--- config.mk ---
export PLATFORM = sky130hd
export DESIGN_NAME = crc32_packet_trailer_append
export DESIGN_NICKNAME = d
export VERILOG_FILES = /design/src/design/crcpta_pkg.sv /design/src/design/crc32_packet_trailer_append.sv /design/src/design/crcpta_crc.sv
export SDC_FILE = /design/constraint.sdc
export NUM_CORES = 1
export LEC_CHECK = 0
export BUFFER_PORTS_ARGS = -buffer_cell sky130_fd_sc_hd__buf_2
export CELL_PAD_IN_SITES_DETAIL_PLACEMENT = 1
export CELL_PAD_IN_SITES_GLOBAL_PLACEMENT = 1
export CORE_MARGIN = 2
export CORE_UTILIZATION = 40
export CTS_BUF_LIST = sky130_fd_sc_hd__clkbuf_16
export DETAILED_ROUTE_END_ITERATION = 7
export GPL_ROUTABILITY_DRIVEN = 1
export GPL_TIMING_DRIVEN = 0
export PLACE_DENSITY_LB_ADDON = 0.1
export SETUP_SLACK_MARGIN = 0.15
export SYNTH_ARGS = -nofsm -noshare
export SYNTH_HDL_FRONTEND = slang
export SYNTH_SLANG_ARGS = --single-unit
export TNS_END_PERCENT = 100
--- constraint.sdc ---
create_clock -name clk -period 6 [get_ports clk]
set_input_delay 0 -clock clk [delete_from_list [all_inputs] [get_ports clk]]
set_output_delay 0 -clock clk [all_outputs]
set_load 0.005 [all_outputs]
--- src/design/crcpta_pkg.sv ---
package crcpta_pkg;

  localparam logic [31:0] CRC_POLY  = 32'hEDB8_8320;
  localparam logic [31:0] CRC_ONES  = 32'hFFFF_FFFF;
  localparam logic [7:0]  TOP_FLIP  = 8'h80;
  localparam int          TRAIL_LEN = 4;
  localparam int          TRAIL_CW  = $clog2(TRAIL_LEN + 1);

  typedef struct packed {
    logic       update;
    logic       last;
    logic [7:0] data;
  } crc_ctl_t;

  // one byte of reflected CRC-32, bit at a time
  function automatic logic [31:0] crc_byte(input logic [31:0] crc, input logic [7:0] data);
    logic [31:0] c;
    c = crc ^ {24'h0, data};
    for (int k = 0; k < 8; k++) begin
      if (c[0]) begin
        c = (c >> 1) ^ CRC_POLY;
      end else begin
        c = c >> 1;
      end
    end
    return c;
  endfunction

endpackage

--- src/design/crc32_packet_trailer_append.sv ---
// CRC-32 trailer appender.
// Input channel (in_valid/in_ready): one packet byte per item, in_last on the
// packet's final byte. Output channel (out_valid/out_ready): every data byte
// is passed through unchanged with out_is_crc low; after the last data byte
// four trailer bytes follow, least significant CRC byte first, each with
// bit 7 inverted, out_is_crc high, and out_last high on the fourth one.
// Each accepted byte is registered and appears on the output in the next cycle.
// Throughput: one byte per cycle while out_ready is high and no trailer is
// pending; the single output register emits the trailer bytes one per cycle
// and input is held off while trailer bytes remain.
// The byte-wide CRC update is combinational on the accepted byte, so a new
// byte is taken in each cycle the output slot frees with no trailer pending.
// Reset: output empty, no trailer pending, running CRC at all ones.
// Receiver stall: with out_ready low the output item holds, and in_ready
// drops until the slot is taken.
module crc32_packet_trailer_append (
  input  logic       clk,
  input  logic       rst,
  input  logic       in_valid,
  output logic       in_ready,
  input  logic [7:0] in_byte,
  input  logic       in_last,
  output logic       out_valid,
  input  logic       out_ready,
  output logic [7:0] out_byte,
  output logic       out_is_crc,
  output logic       out_last
);
  import crcpta_pkg::*;

  logic                slot_free;
  logic                accept;
  logic                trail_load;
  logic [TRAIL_CW-1:0] trail_cnt;
  logic [31:0]         trail_crc;
  logic [31:0]         fin;
  crc_ctl_t            ctl;

  assign slot_free  = !out_valid || out_ready;
  assign in_ready   = slot_free && (trail_cnt == '0);
  assign accept     = in_valid && in_ready;
  assign trail_load = slot_free && (trail_cnt != '0);

  assign ctl.update = accept;
  assign ctl.last   = in_last;
  assign ctl.data   = in_byte;

  crcpta_crc u_crc (
    .clk (clk),
    .rst (rst),
    .ctl (ctl),
    .fin (fin)
  );

  always_ff @(posedge clk) begin
    if (rst) begin
      out_valid <= 1'b0;
      trail_cnt <= '0;
    end else if (accept) begin
      out_valid <= 1'b1;
      if (in_last) begin
        trail_cnt <= TRAIL_CW'(TRAIL_LEN);
      end
    end else if (trail_load) begin
      out_valid <= 1'b1;
      trail_cnt <= trail_cnt - 1'b1;
    end else if (out_ready) begin
      out_valid <= 1'b0;
    end
  end

  always_ff @(posedge clk) begin
    if (accept) begin
      out_byte   <= in_byte;
      out_is_crc <= 1'b0;
      out_last   <= 1'b0;
      if (in_last) begin
        trail_crc <= fin;
      end
    end else if (trail_load) begin
      out_byte   <= trail_crc[7:0] ^ TOP_FLIP;
      out_is_crc <= 1'b1;
      out_last   <= (trail_cnt == TRAIL_CW'(1));
      trail_crc  <= trail_crc >> 8;
    end
  end

  a_last_starts_trailer: assert property (@(posedge clk) disable iff (rst)
    accept && in_last |=> out_valid && !out_is_crc && trail_cnt == TRAIL_CW'(TRAIL_LEN))
    else $error("trailer not armed after last byte");

  a_trailer_mid: assert property (@(posedge clk) disable iff (rst)
    out_valid && out_is_crc && !out_last |-> trail_cnt != '0)
    else $error("trailer byte shown with no trailer pending");

  a_last_is_crc: assert property (@(posedge clk) disable iff (rst)
    out_valid && out_last |-> out_is_crc && trail_cnt == '0)
    else $error("packet end on a non-trailer byte");

endmodule

--- src/design/crcpta_crc.sv ---
module crcpta_crc (
  input  logic                clk,
  input  logic                rst,
  input  crcpta_pkg::crc_ctl_t ctl,
  output logic [31:0]         fin
);
  import crcpta_pkg::*;

  logic [31:0] crc;
  logic [31:0] crc_next;

  assign crc_next = crc_byte(crc, ctl.data);
  assign fin      = ~crc_next;

  always_ff @(posedge clk) begin
    if (rst) begin
      crc <= CRC_ONES;
    end else if (ctl.update) begin
      crc <= ctl.last ? CRC_ONES : crc_next;
    end
  end

endmodule
# == After elaboration in Yosys (flattened, before gate mapping) ==
# Cells that the tools add are included.
# Widths: inputs -> output; s select.
# totals
output_inout_bits,12
input_bits,13
reg_bits,78
wordCells,51
# classes
n_addsub,1
n_eq_ne,2
n_reduce_logical,10
bitwise,11
mux,20
# op_table
operator,n
$mux 32,12
$not 13->14,8
$not 32->32,1
$xor 32x8->32,1
$mux 8,2
$mux 3,3
$reduce_bool 3->1,2
$eq 3x1->1 const B,1
$logic_and 1x1->1,3
$logic_not 3->1,1
$mux 1,3
$sub 3x1->3 const B,1
$ne 2x2->1 const B,1
$reduce_and 2->1,1
$reduce_bool 2->1,1
$logic_not 1->1,1
$logic_or 1x1->1,1
$not 1->1,1

# == Depth between registers and ports, before layout ==
# logic_depth
depth_word,20
ltp_mapped,9
ltp_nobuf,7

# == Cells and area by module ==
# Synthesis repeated with hierarchy kept, for this count alone.
# unflattened
hier_cells,313
area_unflattened_um2,3878.7
# modules_own_cells
module,area_each_um2,n_inst,cells_per_inst
crc32_packet_trailer_append,2090.8,1,122
crcpta_crc,1788.0,1,191

# == Least setup slack after synthesis ==
# OpenSTA, ideal clock, no wires.
# synth_timing
kind,reg-to-reg
start,register trail_cnt[0]
end,register trail_crc[0] (enable)
t_arrival_ns,2.117
required_time_ns,5.613
period_less_slack_ns,2.504
stages_incl_launch_ff,9
n_path_buf,2
slack_ns,3.496
path_cell_list,dfxtp_1 inv_1 ha_1 nor2b_1 and3_1 clkbuf_1 clkbuf_1 a21oi_1 inv_1
# synth_between
elab_chain_len,5
word_cells_on_any_way,8
# synth_rtl
item,line,source
start: declaration,crc32_packet_trailer_append.sv:34,logic [TRAIL_CW-1:0] trail_cnt;
start signal: assignment,crc32_packet_trailer_append.sv:62,trail_cnt <= TRAIL_CW'(TRAIL_LEN);
start signal: assignment,crc32_packet_trailer_append.sv:66,trail_cnt <= trail_cnt - 1'b1;
$logic_not 3->1,crc32_packet_trailer_append.sv:40,assign in_ready = slot_free && (trail_cnt == '0);
$logic_and 1x1->1,crc32_packet_trailer_append.sv:40,
$logic_and 1x1->1,crc32_packet_trailer_append.sv:41,assign accept = in_valid && in_ready;
$ne 2x2->1 (no line) / $reduce_bool 2->1 (equally long branches),-,
$reduce_and 2->1 (no line) *,-,
end signal: assignment,crc32_packet_trailer_append.sv:78,trail_crc <= fin;
end signal: assignment,crc32_packet_trailer_append.sv:84,trail_crc <= trail_crc >> 8;
end: declaration,crc32_packet_trailer_append.sv:35,logic [31:0] trail_crc;
# Mark *: on every way between the ends. The rest lies on a longest branch, timed or not.
# A chain may end at the register's enable or synchronous reset.

# == Worst setup path after layout ==
# layout_timing
start,register trail_cnt[0]
end,register trail_crc[24] (enable)
# The elaborated chain is that of the path after synthesis.

==> flow_summary.toml <==
[clock_tree]
root_buffer = "clkbuf_16"
clk_pin_slew_worst_paths_ns = 0.06
cts_tree = "done"
cts_inserted_buffers = 9
cts_buffer_depth = 2
clock_latency_ns = 0.33
htreeDepth = 3
clkSinkCount = 78
cts_setup_buffers = 0
cts_hold_buffers = 8
cts.repair.resized = 0

[yosys]
synthCells = 353
seq_area_frac_synth_pct = 50.91
netlist.area_leader.share_pct = 31.17
yosys_register_bits = 78
synth_common_cells = "57 x nand2_1, 40 x edfxtp_1, 38 x dfxtp_1"
syn-num-nets = 369
synth_edf_count = 40
yosysMostFrequentCell = "nand2_1"
netlist_area_sq_mm = 0.003854
ys.flop_type = "edfxtp_1"
ys_types = 33
synth.avg_cell_area_sq_um = 10.92
yosysTopAreaCell = "edfxtp_1"
async_reset_ff_share_pct = 0
yosys_warnings = 0
synth.area.top_cells = "edfxtp_1 31%, dfxtp_1 20%, xnor3_1 7.0%"

[power_and_ir_drop]
ir_drop_uv = 194.3
finalPower_mw = 2.529
leakagePower_nw = 1.833
power.density_mw_per_mm2 = 558.4

[drt]
drtAntennaViolNets = 0
wl_um = 10100
wire_per_inst_um = 19.05
via_per_inst = 5.026
drt_iter0_markers = 66
vias = 2664
firstDrtPassIters = 5
drc = 0

[cells_and_area]
antennaDiodeCount = 0
nNetsFinal = 412
fillers = 1056
drive_above_1_share_pct = 13.47
final_cells = 530
area_growth_pct = 17.53

[flow_run]
cap_viol_max_count = 0

[die]
start_util_pct = 41.51
rows = 35
core_area_sq_mm = 0.009284
io_pins = 25
die_h_um = 102.2
dieArea_sq_mm = 0.01044
die_x_um = 102.2

[sta]
slew_headroom_pct = 45.93
drv_slew = 0
rsz0062_at_grt = "no"
finalSetupTns_ns = 0
fmax_ghz = 0.3542
period_share_pct = 47.06
setup_viol = 0
tightest_slew_ns = 0.8053
timing.final.hold_violations = 0
fin_skew_ns = 0.007651
fin_hold_ws_ns = 0.01624
period_minus_slack_ns = 2.823

[global_route]
grt_pass1_wl_um = 15730
grt_usage_pct = 20.97
grt_overflow_total = 0
antenna_found_initial = 0
grt_max_degree = 33
grt_pass1_vias = 2839

[worst_setup_path]
crit_top_cell = "clkbuf_1"
rrSetupSlack_ns = 3.18
crit_fanout = 24
slowest_stage = "clkbuf_1"
reg2reg_to = "trail_crc[24]"
ff2ff_path_depth = 9
worstPathArrival_ns = 2.86
r2r-start = "trail_cnt[0]"
crit_path_cell_trace = "inv_1 -> ha_1 -> nor2b_1 -> and3_1 -> clkbuf_1 -> clkbuf_1 -> a21oi_1 -> clkinv_1 -> buf_12"
worstPathRequired_ns = 6.03
startpoint_type = "flop"
worst-setup-path-type = "flop to flop"
cp_slowest_stage_delay_ns = 0.59
cp-end-kind = "flop"

[hold_path]
min_to = "out_byte[3]"
min_from = "in_byte[3]"
hp-class = "primary input to flop"
hold_depth = 3

[place]
io_buffers = 23
hpwl_um = 6809
gp_congestion = 0.8172
place_inst = 505

[run_status]
outcome = "completed"
-- power breakdown --
group | leakage (nW) | switching [mW] | internal [mW] | total, mW
combinational | 0.990 | 0.617 | 0.444 | 1.06
clock | 0.136 | 0.228 | 0.323 | 0.551
sequential | 0.708 | 0.0720 | 0.845 | 0.917
-- metal layers --
metal	track usage, %	vias up	part of all wire [%]
li1	-	1286	-
met1	28.25	1328	48
met2	35.58	44	49
met3	2.462	6	2.9
met4	6.462	0	0.77
met5	0	-	0
-- area by class of cell --
type	instances	area [sq um]	share of cell area, %
buffer	19	72.57	1.602
clock buffer	9	225.2	4.972
clock inverter	7	73.82	1.630
inverter	3	11.26	0.2486
multi-input combinational	253	1808	39.92
sequential	78	1962	43.31
tap	129	161.4	3.564
timing repair buffer	32	215.2	4.751
-- placed cells by master, fill, tap and decap left out, types with 2 or more instances in the layout --
master,n
a21oi_1,10
xor3_1,2
or2_2,3
o22ai_1,18
nor2b_1,2
xnor2_1,24
xnor2_2,8
clkbuf_16,9
dfxtp_1,38
nor2_1,27
ha_1,3
o21bai_1,5
dlygate4sd3_1,8
clkinv_1,2
xnor3_1,12
nand2b_1,24
nand2_1,57
edfxtp_1,40
inv_1,2
nor3_1,6
nand3_1,2
buf_2,23
o2bb2ai_1,3
xor2_1,17
clkinvlp_4,3
o21ai_0,19
clkbuf_1,17
and2_1,3
-- metrics by stage --
stage | area [sq um] | utilization (%) | worst slack, ns
6_report | 4529 | 48.79 | 3.177
4_1_cts | 4509 | 48.57 | 2.487
5_1_grt | 4529 | 48.79 | 2.980
2_1_floorplan | 3854 | - | 3.496
3_5_place_dp | 4130 | 44.49 | 2.505
3_3_place_gp | 4130 | 44.49 | 2.584
-- worst max-delay path, delay by kind of cell (launching register included) --
family,cells,cell delay (ns)
buf+inv,5,1.39
simple gates,2,0.38
flops,1,0.33
compound gates,1,0.24
fa+ha+maj,1,0.16
-- how the worst max path moves through the flow --
stage	from	to	slack (ns)	cells after the start
global route	trail_cnt[0]	trail_crc[24]	2.98	9
CTS	trail_cnt[0]	trail_crc[25]	2.49	8
finish	trail_cnt[0]	trail_crc[24]	3.18	9
floorplan	trail_cnt[0]	trail_crc[0]	3.50	8
detailed placement	trail_cnt[0]	trail_crc[0]	2.51	8
global placement	trail_cnt[0]	trail_crc[0]	2.58	8
-- state kept, by name, indices dropped and copies added (netlist names) --
signal,flops
u_crc.crc,32
out_is_crc,1
out_last,1
trail_cnt,3
out_byte,8
trail_crc,32
out_valid,1
-- cells by family (layout without fill, tap and decap cells) --
family                   Yosys count  count (layout)  share of synthesized area (%)
AND/OR/NAND/NOR                  128             128                          15.10
flip-flops                        78              78                          50.91
XOR/XNOR                          65              65                          21.98
AO/OA/AOI/OAI                     56              56                          8.572
buffers and inverters             22              70                          2.175
adder cells (fa/ha/maj)            3               3                         0.9741
multiplexers                       1               1                         0.2922
Note: power is estimated with default switching activity, not from simulation.
